[src/rtl/core/world_to_screen_projection_defines.svh]
// Assertion macros shared by the projection RTL.
// Depends on a clk and an rst signal in the module that uses them.
`ifndef WORLD_TO_SCREEN_PROJECTION_DEFINES_SVH
`define WORLD_TO_SCREEN_PROJECTION_DEFINES_SVH
`ifndef SYNTHESIS
`define WSP_ASSERT(lbl, prop) \
  lbl: assert property (@(posedge clk) disable iff (rst) prop) \
    else $error("wsp: check failed");
`define WSP_ASSERT_NEXT(lbl, ante, cons) \
  lbl: assert property (@(posedge clk) disable iff (rst) (ante) |=> (cons)) \
    else $error("wsp: check failed");
`else
`define WSP_ASSERT(lbl, prop)
`define WSP_ASSERT_NEXT(lbl, ante, cons)
`endif
`endif

[src/rtl/core/wsp_pkg.sv]
// Shared types and constants of the world-to-screen projection.
// No dependencies.
package wsp_pkg;

  // Quotient magnitude is capped at 2^RatioCapBits.
  localparam int RatioCapBits = 46;
  // Width of the dividend (|clip| shifted by FRAC_BITS); clip width is this minus FRAC_BITS.
  localparam int ClipWideBits = 67;
  localparam int NearScale    = 100000;
  // Largest clip magnitude that can be scaled by NearScale without saturation.
  localparam int NearLimit    = 21474;

  localparam logic signed [31:0] Sat32Max = 32'sh7fff_ffff;
  localparam logic signed [31:0] Sat32Min = 32'sh8000_0000;

  typedef enum logic [2:0] {
    REG_ROW0_XY     = 3'd0,
    REG_ROW0_ZT     = 3'd1,
    REG_ROW1_XY     = 3'd2,
    REG_ROW1_ZT     = 3'd3,
    REG_ROW3_XY     = 3'd4,
    REG_ROW3_ZT     = 3'd5,
    REG_VP_SIZE     = 3'd6,
    REG_VP_ORIGIN   = 3'd7
  } cfg_reg_t;

  typedef struct packed {
    logic neg_x;
    logic neg_y;
    logic cap_x;
    logic cap_y;
  } flags_t;

  typedef struct packed {
    logic               on;
    logic signed [31:0] off_x;
    logic signed [31:0] off_y;
  } side_t;

endpackage

[src/rtl/core/wsp_view.sv]
// Viewport mapping: scale multiply stage, then offset, saturate and select.
// Depends on wsp_pkg.
module wsp_view #(
  parameter int FRAC_BITS = 16
) (
  input  logic                clk,
  input  logic                rst,
  input  logic                en,
  input  logic                vld_i,
  input  logic [wsp_pkg::RatioCapBits:0] mag_x,
  input  logic [wsp_pkg::RatioCapBits:0] mag_y,
  input  wsp_pkg::flags_t     flg,
  input  wsp_pkg::side_t      side,
  input  logic [31:0]         vp_size,
  input  logic [31:0]         vp_origin,
  output logic                vld_o,
  output logic signed [31:0]  sx,
  output logic signed [31:0]  sy,
  output logic                on
);

  localparam int MW = wsp_pkg::RatioCapBits + 1;
  localparam int PW = MW + 16;
  localparam int SW = PW + 2;

  logic                 vld1;
  logic [PW-1:0]        p_x, p_y;
  wsp_pkg::flags_t      flg1;
  wsp_pkg::side_t       side1;
  logic signed [SW-1:0] t_x, t_y, s_x, s_y;

  function automatic logic signed [31:0] sat32(logic signed [SW-1:0] v);
    logic signed [31:0] r;
    if (v > SW'(wsp_pkg::Sat32Max)) r = wsp_pkg::Sat32Max;
    else if (v < SW'(wsp_pkg::Sat32Min)) r = wsp_pkg::Sat32Min;
    else r = v[31:0];
    return r;
  endfunction

  always_ff @(posedge clk) begin
    if (rst) begin
      vld1  <= 1'b0;
      vld_o <= 1'b0;
    end else if (en) begin
      vld1  <= vld_i;
      vld_o <= vld1;
    end
  end

  // Halve the magnitude, then apply the sign: truncation toward zero.
  always_comb begin
    t_x = {{3{1'b0}}, p_x[PW-1:1]};
    t_y = {{3{1'b0}}, p_y[PW-1:1]};
    if (flg1.neg_x) t_x = -t_x;
    if (flg1.neg_y) t_y = -t_y;
    s_x = (SW'(vp_size[15:0]) << (FRAC_BITS - 1)) + t_x
        + ({{(SW-16){vp_origin[15]}}, vp_origin[15:0]} << FRAC_BITS);
    s_y = (SW'(vp_size[31:16]) << (FRAC_BITS - 1)) - t_y
        + ({{(SW-16){vp_origin[31]}}, vp_origin[31:16]} << FRAC_BITS);
  end

  always_ff @(posedge clk) begin
    if (en) begin
      p_x   <= PW'(mag_x) * PW'(vp_size[15:0]);
      p_y   <= PW'(mag_y) * PW'(vp_size[31:16]);
      flg1  <= flg;
      side1 <= side;
      sx    <= side1.on ? sat32(s_x) : side1.off_x;
      sy    <= side1.on ? sat32(s_y) : side1.off_y;
      on    <= side1.on;
    end
  end

endmodule

[config.mk]
export PLATFORM = sky130hd
export DESIGN_NAME = wsp_view
export DESIGN_NICKNAME = d
export VERILOG_FILES = /design/src/rtl/core/world_to_screen_projection_defines.svh /design/src/rtl/core/wsp_pkg.sv /design/src/rtl/core/wsp_view.sv
export SDC_FILE = /design/constraint.sdc
export NUM_CORES = 2
export LEC_CHECK = 0
export BUFFER_PORTS_ARGS = -buffer_cell sky130_fd_sc_hd__buf_2
export CAP_MARGIN = 20
export CORE_MARGIN = 10
export CORE_UTILIZATION = 50
export DETAILED_ROUTE_END_ITERATION = 10
export PLACE_DENSITY_LB_ADDON = 0.15
export REMOVE_ABC_BUFFERS = 1
export SLEW_MARGIN = 20
export SYNTH_ARGS = -nofsm -noshare
export SYNTH_HDL_FRONTEND = slang
export SYNTH_SLANG_ARGS = --single-unit
[constraint.sdc]
create_clock -name clk -period 14 [get_ports clk]
set_input_delay 1.4 -clock clk [delete_from_list [all_inputs] [get_ports clk]]
set_output_delay 1.4 -clock clk [all_outputs]
set_load 0.01 [all_outputs]
==> impl_results.md <==
* Setup violations, final at 0
* Sequential-to-total area share from yosys stat at 11.8%
* H-tree depth at 1
* CTS tree: done
* Synth warn at 0
* Max Cap Viol at 0
* FP Rows at 132
* Via-per-instance ratio at 5.66
* Root buf cell: clkbuf_16
* Register Area at 7730 µm²
* Slew at the pin closest to its max-slew limit at 1150 ps
* Port bufs at 294
* Synth top area share at 39.5%
* Vias in the first global route at 54000
* Async SR Flop Fraction at 0%
* CP Capture Type: flip-flop
* Tightest Hold Check Type: reg -> reg
* Die span in x at 381 µm
* Filler cells at 12300
* Placed cell count at 8884
* Dpl ws at 3490 ps
* Initial antenna violation count at 7
* RePlAce Congestion at 0.892
* Post-CTS setup buffers at 0
* Final HPWL DP at 143000 µm
* Critical path arrival at 10410 ps
* Status: completed
* CTS Sinks at 258
* Critical path startpoint category: flip-flop
* CTS max path bufs at 3
* Antenna-violating nets left at 0
* Die footprint at 145000 µm²
* Synth unique cells at 96
* Hold buffers post-CTS at 0
* CP top delay family: simple AND/OR/NAND/NOR gates
* Fmax achieved at 99.1 MHz
* Gr usage total at 25.4%
* Crit path buffers/inverters at 2
* I/O pin count at 297
* Placement Cell Area at 67800 µm²
* First-pass GRT wire length at 298000 µm
* Slew headroom at 23.7%
* Top cells by area, synth: fa_1, edfxtp_1, ha_1, nand2_1, inv_1
* Mean Syn Cell Area at 9.10 µm²
* Ys flop type: edfxtp_1
* Required @ worst endpoint at 14320 ps
* FF+latch count, synth at 258
* Starting Density at 50.4%
* CORE AREA at 129000 µm²
* Nets at 9130
* First-iteration detailed-routing DRC count at 3631
* Clock Skew at 18.5 ps
* RSZ-0062 raised after global routing: false
* CP max stage delay at 810 ps
* Synthesized area at 65200 µm²
* Layout area overhead at 5.42%
* PnR worst setup slack at 3910 ps
* Number of remaining DRC errors at 0
* Post_cts resized at 0
* Final wirelength at 183000 µm
* Clock transition at path regs at 70 ps
* Grt ovf at 0
* Routed via count at 50600
* Final hold viol count at 0
* Fraction of layout cells with a size suffix above 1 at 6.18%
* Area of the multi-input gates at 51700 µm²
* Maximum fanout along the worst path at 14
* Clock Latency Late Sink at 640 ps
* Die Span Y at 381 µm
* Setup TNS at 0 ps
* Layout Cells excl Fill at 8940
* Iteration count of the initial detailed-routing pass at 6
* Area leader, netlist: fa_1
* Cell mode on critical path: or3_1
* CP max stage cell: a21o_1
* Finished Cell Area at 68800 µm²
* Final Cycle Share at 72.0%
* Largest net degree at the start of global routing at 72
* Gate Count Post-Synth at 7165
* Wire length per cell at 20.5 µm
* EDFF count, synth at 256
* Worst setup path class: reg -> reg
* Final Max Tran Viols at 0
* Inserted Clock Buffers at 30
* Post-layout min period at 10090 ps
[sequential cells by signal (all words and copies together), names as in the netlist]
| signal | count |
|---|---|
| sx | 32 |
| sy | 32 |
| flg1 | 2 |
| p_x | 62 |
| p_y | 62 |
| vld1 | 1 |
| side1 | 65 |
| vld_o | 1 |
| on | 1 |
[kinds of logic after synthesis]
logic type	synth area share, %
AOI/OAI and AO/OA	9.90
buffers and inverters	8.97
xor gates and xnor gates	4.43
adders and majority gates	47.9
muxes	0.207
and+or+nand+nor	16.8
DFF	11.8
[per-stage QoR]
| step | util, % | hold slack, ps |
|---|---|---|
| floorplan | - | 460 |
| global placement | 52.4 | 471 |
| detailed placement | 52.4 | 490 |
| CTS | 53.1 | 504 |
| global route | 53.1 | 558 |
| finish | 53.1 | 499 |
[synth_stat cells, drive strengths merged, types with 7 or more instances]
library cell and count:
a211o 8, a211oi 44, a21boi 7, a21o 158
a21oi 258, a221oi 10, a31oi 23, and2 391
and3 24, and4 7, buf 21, clkbuf 336
edfxtp 256, fa 1287, ha 438, inv 1190
mux2i 9, nand2 1312, nand2b 55, nand3 66
nand4 51, nand4b 7, nor2 199, nor2b 27
nor3 57, nor4 31, nor4b 10, o211ai 17
o21a 21, o21ai 167, o21bai 41, o221a 16
o221ai 17, o22ai 10, o311a 8, o31ai 60
o41ai 20, or2 15, or3 36, or4 30
xnor2 215, xor2 113
[layout make-up]
| type | count | area share [%] |
|---|---|---|
| flip-flops and latches | 258 | 11.2 |
| inverters | 1191 | 6.50 |
| diodes | 2 | 0.00728 |
| clock inverters | 20 | 0.266 |
| well taps | 1742 | 3.17 |
| clock buffers | 34 | 1.11 |
| repair buffers | 334 | 2.59 |
| multi-input cells | 5359 | 75.1 |
[placed cells by master (no fill, tap or decap), types with 27 or more instances in the layout]
cell and n:
xnor2_1 214, buf_4 41, inv_1 1190, nor4_1 28, buf_2 292, nor2b_1 27, or3_1 36, o21ai_0 165
edfxtp_1 256, a211oi_1 44, a21o_1 158, o21bai_1 41, o31ai_1 60, nor2_1 199, nor3_1 57, clkbuf_16 30
fa_1 1287, a21oi_1 257, ha_1 438, nand3_1 66, xor2_1 112, nand2b_1 55, nand2_1 1312, and2_1 390
nand4_1 51
[worst reg2reg max path: stages (launching register included)]
cell	delay, ps
edfxtp_1	440
or3_1	440
or4_4	450
nor3_1	520
nand3_1	260
or3_1	410
or2_1	270
or4_1	570
or4_1	570
or3_1	390
or2_1	290
o21ai_0	210
xnor2_1	140
ha_1	250
ha_1	390
inv_1	190
nor2_1	70
o21ai_0	140
nand2b_1	90
a211oi_1	490
a21oi_1	200
xor2_1	200
nand4b_1	180
nor4_1	800
and2_1	540
a21o_1	810
buf_4	340
a221oi_2	120
[worst paths after layout]
path / slack (ps) / from / end / cells past startpoint
worst max-delay path: 3910 / p_x[11] / sx[16] / 27
worst min-delay path: 500 / vld1 / vld1 / 2
worst max register to register: 3910 / p_x[11] / sx[16] / 27
worst min register to register: 500 / vld1 / vld1 / 2
[routing by layer]
layer	vias up	track usage, %	wire length, µm
met1	25900	34.7	78500
met5	-	0	26
met3	329	4.32	13500
li1	22700	-	-
met2	1757	41.0	83600
met4	4	8.72	7190
Power is not shown: default switching activity piles up to over one toggle a cycle in this logic, so the estimate is an artifact.
