$ cat src/rtl/core/world_to_screen_projection_defines.svh
// Assertion macros shared by the projection RTL.
// Depends on a clk and an rst signal in the module that uses them.
`ifndef WORLD_TO_SCREEN_PROJECTION_DEFINES_SVH
`define WORLD_TO_SCREEN_PROJECTION_DEFINES_SVH
`ifndef SYNTHESIS
`define WSP_ASSERT(lbl, prop) \
  lbl: assert property (@(posedge clk) disable iff (rst) prop) \
    else $error("wsp: check failed");
`define WSP_ASSERT_NEXT(lbl, ante, cons) \
  lbl: assert property (@(posedge clk) disable iff (rst) (ante) |=> (cons)) \
    else $error("wsp: check failed");
`else
`define WSP_ASSERT(lbl, prop)
`define WSP_ASSERT_NEXT(lbl, ante, cons)
`endif
`endif

$ cat src/rtl/core/wsp_pkg.sv
// Shared types and constants of the world-to-screen projection.
// No dependencies.
package wsp_pkg;

  // Quotient magnitude is capped at 2^RatioCapBits.
  localparam int RatioCapBits = 46;
  // Width of the dividend (|clip| shifted by FRAC_BITS); clip width is this minus FRAC_BITS.
  localparam int ClipWideBits = 67;
  localparam int NearScale    = 100000;
  // Largest clip magnitude that can be scaled by NearScale without saturation.
  localparam int NearLimit    = 21474;

  localparam logic signed [31:0] Sat32Max = 32'sh7fff_ffff;
  localparam logic signed [31:0] Sat32Min = 32'sh8000_0000;

  typedef enum logic [2:0] {
    REG_ROW0_XY     = 3'd0,
    REG_ROW0_ZT     = 3'd1,
    REG_ROW1_XY     = 3'd2,
    REG_ROW1_ZT     = 3'd3,
    REG_ROW3_XY     = 3'd4,
    REG_ROW3_ZT     = 3'd5,
    REG_VP_SIZE     = 3'd6,
    REG_VP_ORIGIN   = 3'd7
  } cfg_reg_t;

  typedef struct packed {
    logic neg_x;
    logic neg_y;
    logic cap_x;
    logic cap_y;
  } flags_t;

  typedef struct packed {
    logic               on;
    logic signed [31:0] off_x;
    logic signed [31:0] off_y;
  } side_t;

endpackage

$ cat src/rtl/core/wsp_prep.sv
// Near-plane test, behind-camera scaling and divider setup, one stage.
// Depends on wsp_pkg.
module wsp_prep #(
  parameter int FRAC_BITS = 16
) (
  input  logic                clk,
  input  logic                rst,
  input  logic                en,
  input  logic                vld_i,
  input  logic signed [wsp_pkg::ClipWideBits-FRAC_BITS-1:0] cx,
  input  logic signed [wsp_pkg::ClipWideBits-FRAC_BITS-1:0] cy,
  input  logic signed [wsp_pkg::ClipWideBits-FRAC_BITS-1:0] cw,
  output logic                vld_o,
  output logic [wsp_pkg::ClipWideBits-1:0]           n_x,
  output logic [wsp_pkg::ClipWideBits-1:0]           n_y,
  output logic [wsp_pkg::ClipWideBits-FRAC_BITS-1:0] w,
  output wsp_pkg::flags_t     flg,
  output wsp_pkg::side_t      side
);

  localparam int CW   = wsp_pkg::ClipWideBits - FRAC_BITS;
  localparam int CMPW = CW + wsp_pkg::RatioCapBits - FRAC_BITS;
  localparam logic signed [CW-1:0] Thresh = CW'((2**FRAC_BITS + 999) / 1000);
  localparam logic signed [CW-1:0] LimHi  = CW'(wsp_pkg::NearLimit);
  localparam logic signed [CW-1:0] LimLo  = CW'(-wsp_pkg::NearLimit);

  logic [CW-1:0]   ax, ay;
  logic [CMPW-1:0] wlim;
  logic            near;

  function automatic logic signed [31:0] scale_near(logic signed [CW-1:0] v);
    logic signed [31:0] r;
    if (v > LimHi) r = wsp_pkg::Sat32Max;
    else if (v < LimLo) r = wsp_pkg::Sat32Min;
    else r = 32'(signed'(v[15:0])) * 32'(wsp_pkg::NearScale);
    return r;
  endfunction

  always_comb begin
    near = cw < Thresh;
    ax   = cx[CW-1] ? CW'(-cx) : cx;
    ay   = cy[CW-1] ? CW'(-cy) : cy;
    wlim = {{(CMPW-CW){1'b0}}, cw} << (wsp_pkg::RatioCapBits - FRAC_BITS);
  end

  always_ff @(posedge clk) begin
    if (rst) vld_o <= 1'b0;
    else if (en) vld_o <= vld_i;
  end

  always_ff @(posedge clk) begin
    if (en) begin
      n_x        <= {ax, {FRAC_BITS{1'b0}}};
      n_y        <= {ay, {FRAC_BITS{1'b0}}};
      w          <= cw;
      flg.neg_x  <= cx[CW-1];
      flg.neg_y  <= cy[CW-1];
      flg.cap_x  <= {{(CMPW-CW){1'b0}}, ax} >= wlim;
      flg.cap_y  <= {{(CMPW-CW){1'b0}}, ay} >= wlim;
      side.on    <= !near;
      side.off_x <= scale_near(cx);
      side.off_y <= scale_near(cy);
    end
  end

endmodule

$ cat config.mk
export PLATFORM = sky130hd
export DESIGN_NAME = wsp_prep
export DESIGN_NICKNAME = d
export VERILOG_FILES = /design/src/rtl/core/world_to_screen_projection_defines.svh /design/src/rtl/core/wsp_pkg.sv /design/src/rtl/core/wsp_prep.sv
export SDC_FILE = /design/constraint.sdc
export NUM_CORES = 1
export LEC_CHECK = 0
export ABC_AREA = 1
export ABC_CLOCK_PERIOD_IN_PS = 5900
export BUFFER_PORTS_ARGS = -buffer_cell sky130_fd_sc_hd__buf_2
export CORE_MARGIN = 1.5
export CORE_UTILIZATION = 47
export DETAILED_ROUTE_END_ITERATION = 7
export PLACE_DENSITY = 0.73
export SETUP_SLACK_MARGIN = 0.5
export SLEW_MARGIN = 15
export SYNTH_ARGS = -nofsm -noshare
export SYNTH_HDL_FRONTEND = slang
export SYNTH_SLANG_ARGS = --single-unit
$ cat constraint.sdc
create_clock -name clk -period 5.9 [get_ports clk]
set_input_delay 1.475 -clock clk [delete_from_list [all_inputs] [get_ports clk]]
set_output_delay 1.475 -clock clk [all_outputs]
set_load 0.03 [all_outputs]
==> flow_summary.toml <==
[setup_path]
r2r_slack_ns = 5.30
start_kind = "primary input"
critPathKind = "in -> reg"
critPathMaxFanout = 4
cp-end-kind = "flip-flop"
rr_startpoint = "vld_o"
worst-r2r-cell-count = 2
required_ns = 6.19
cp.arrival_ns = 5.52
worstReg2RegEnd = "vld_o"

[synthesis]
yosysSeqAreaShare_pct = 31.8
muxShareOfSynthArea_pct = 0.0493
synth-compound-area-share_pct = 6.70
post_synth.cell_area_avg_um2 = 8.69
ys_async_sr_fraction_pct = 0
synth_ff_type = "edfxtp_1"
synth_area_um2 = 20300
synthSimpleGateAreaFrac_pct = 18.7
synthAdderAreaFrac_pct = 26.5
synth-seq-cells = 215
yosysWarningCount = 0
synth_cells = 2334
synth_top_family_by_area = "adder cells"
synth-xor-area-share_pct = 6.34
synth-edff-count = 214
synth_cell_types = 54

[detailed_routing]
drc_errors = 0
drt_iter0_markers = 1266
vias = 17500
ant_nets = 0
wl_per_cell_um = 18.9
routed_wl_um = 63200
drt_pass1_iterations = 5
viasPerCell = 5.25

[timing]
setup_violations = 0
setup_tns_ns = 0
hold_ws_ns = 0.518
drv_slew = 0
fin_crit_sh_pct = 88.6
hold_viol_final = 0
fmax_ghz = 0.191
rsz0062_at_grt = "yes"
period_needed_ns = 5.23
skew_ns = 0
slew_headroom_pct = 37.6
worstMarginPinSlew_ns = 0.937

[min_path]
hp-class = "reg -> reg"
hold_depth = 2
min_to = "vld_o"
min-delay-start = "vld_o"

[die]
fp.dieArea_um2 = 44400
die_w_um = 211
fp-row-count = 75
core-area_um2 = 42200
initial_core_util_pct = 48.0
num_io_pins = 412
die_h_um = 211

[cells_and_area]
final_cell_mix = "nand2_1, inv_1, buf_2, ha_1, edfxtp_1"
stdcell_count = 3335
final_common_cell = "nand2_1"
fillers = 3769
drive_gt1_share_pct = 20.4
design_area_um2 = 24100
syn2layout_area_growth_pct = 18.9
nets = 3313
multi_input_comb_area_um2 = 12100
seqCellArea_um2 = 6450

[power_and_ir_drop]
power.density_nw_per_um2 = 381
power_mw = 9.18
switchingPower_mw = 4.29
p_sw_share_pct = 46.8
pwr-share-comb_pct = 60.4
p_int_mw = 4.89
ir_worst_vdd_mv = 0.360
clockPowerShare_pct = 17.4
pwr-share-seq_pct = 22.1
p_leak_nw = 12.1

[placement]
place_congestion = 0.973
hpwl_um = 52200
dp.cells = 3284
placed_cell_area_um2 = 23100
io_buffers = 379

[run_status]
status = "finished, final reports clean"

[clocking]
insertion_delay_ns = 0.55
clk_pin_slew_worst_paths_ns = 0.06
cts_root_buf = "clkbuf_16"
clk_path_buf_depth = 3
clkSinkCount = 215
h-tree-depth = 1
cts_tree = "yes"
cts-buffers-inserted = 24

[global_route]
antenna_found_initial = 4
grt_util_all_layers_pct = 28.1
grt_overflow = 0
grt_pass1_vias = 17700
grt_max_degree = 123
grt_first_pass_wirelength_um = 96600

[run]
drv_cap = 0
critical path: stages:
cell and delay [ns]:
buf_2 0.10, inv_1 0.10, ha_1 0.39, xor2_2 0.23, xor2_1 0.17, inv_1 0.06, ha_1 0.32, fa_1 0.55
inv_1 0.06, fa_1 0.55, inv_1 0.05, ha_1 0.36, a21oi_2 0.20, o21ai_0 0.15, a21o_1 0.19, nand2_1 0.06
o2111ai_1 0.11, or2_2 0.29, nand3_1 0.07, nand2_1 0.05
registers in the layout (all words and copies together) (netlist names):
name / cells
flg: 4
side: 57
n_y: 51
n_x: 51
w: 51
vld_o: 1
metrics by stage:
stage	worst slack, ns	util, %
after floorplan	0.517	-
after global placement	-0.0346	54.6
after detailed placement	-0.0222	54.6
after CTS	0.530	56.6
after global routing	0.457	57.1
final	0.671	57.1
worst max-delay path by stage:
stage                       from  endpoint  cells past startpoint
after global placement    cx[13]  side[63]                     19
after CTS                 cx[13]  side[63]                     19
after global routing      cy[13]  side[31]                     20
final                      cy[3]  side[28]                     20
after floorplan           cy[14]  side[28]                     15
after detailed placement   cx[4]  side[63]                     21
synthesized netlist by cell type (3+ instances only):
library cell / instances / share of area [%]
nor2_4: 3 / 0.17
nand3_1: 108 / 2.7
a211oi_1: 6 / 0.22
ha_1: 298 / 18
xor2_1: 105 / 4.5
nand4_1: 57 / 1.8
nor2_2: 4 / 0.12
fa_1: 82 / 8.1
nand2_2: 5 / 0.15
buf_4: 46 / 1.7
a21oi_1: 82 / 2.0
edfxtp_1: 214 / 32
a31o_2: 5 / 0.22
a21o_1: 12 / 0.44
a31oi_1: 5 / 0.15
o21ai_0: 83 / 2.0
buf_2: 14 / 0.35
o21ai_1: 8 / 0.20
or2_2: 7 / 0.22
xnor2_1: 40 / 1.7
o21bai_1: 14 / 0.52
nor3_1: 35 / 0.86
o21ai_2: 4 / 0.17
nand3b_1: 14 / 0.52
clkinv_1: 3 / 0.056
inv_1: 413 / 7.6
a21boi_0: 4 / 0.15
nand2_1: 430 / 8.0
nor4_1: 13 / 0.40
nor2_1: 189 / 3.5
logic make-up after synthesis:
family	Yosys count
fa+ha+maj	380
flops	215
simple gates	873
compound gates	235
xor+xnor	146
mux	1
buf+inv	483
other cells	1
layer usage:
metal | up-vias | GRT usage (%) | part of all wire [%]
li1 | 8451 | - | -
met1 | 8200 | 36.6 | 42
met2 | 716 | 46.7 | 46
met3 | 137 | 4.09 | 6.9
met4 | 4 | 11.7 | 4.2
met5 | - | 0 | 0.038
power groups by stage:
stage / sequential (mW) / combinational [mW] / clock (mW)
finish: 2.03 / 5.55 / 1.60
global route: 2.05 / 6.21 / 1.68
CTS: 2.03 / 5.32 / 1.64
detailed placement: 2.06 / 5.26 / 0
global placement: 2.06 / 5.26 / 0
floorplan: 2.49 / 3.29 / 0
area by class of cell:
class | instances | area share [%]
Sequential cell | 215 | 26.7
Timing Repair Buffer | 449 | 10.1
Clock buffer | 26 | 2.52
Antenna cell | 3 | 0.0311
Tap cell | 539 | 2.80
Clock inverter | 17 | 0.882
Inverter | 419 | 6.57
Multi-Input combinational cell | 1667 | 50.3
timing repair:
item	CTS	global route
setup buffers	0	5
gates resized for setup	0	46
endpoints found under the setup margin	0	21
hold buffers	0	0
No activity file was read; power rests on OpenSTA's default activity.
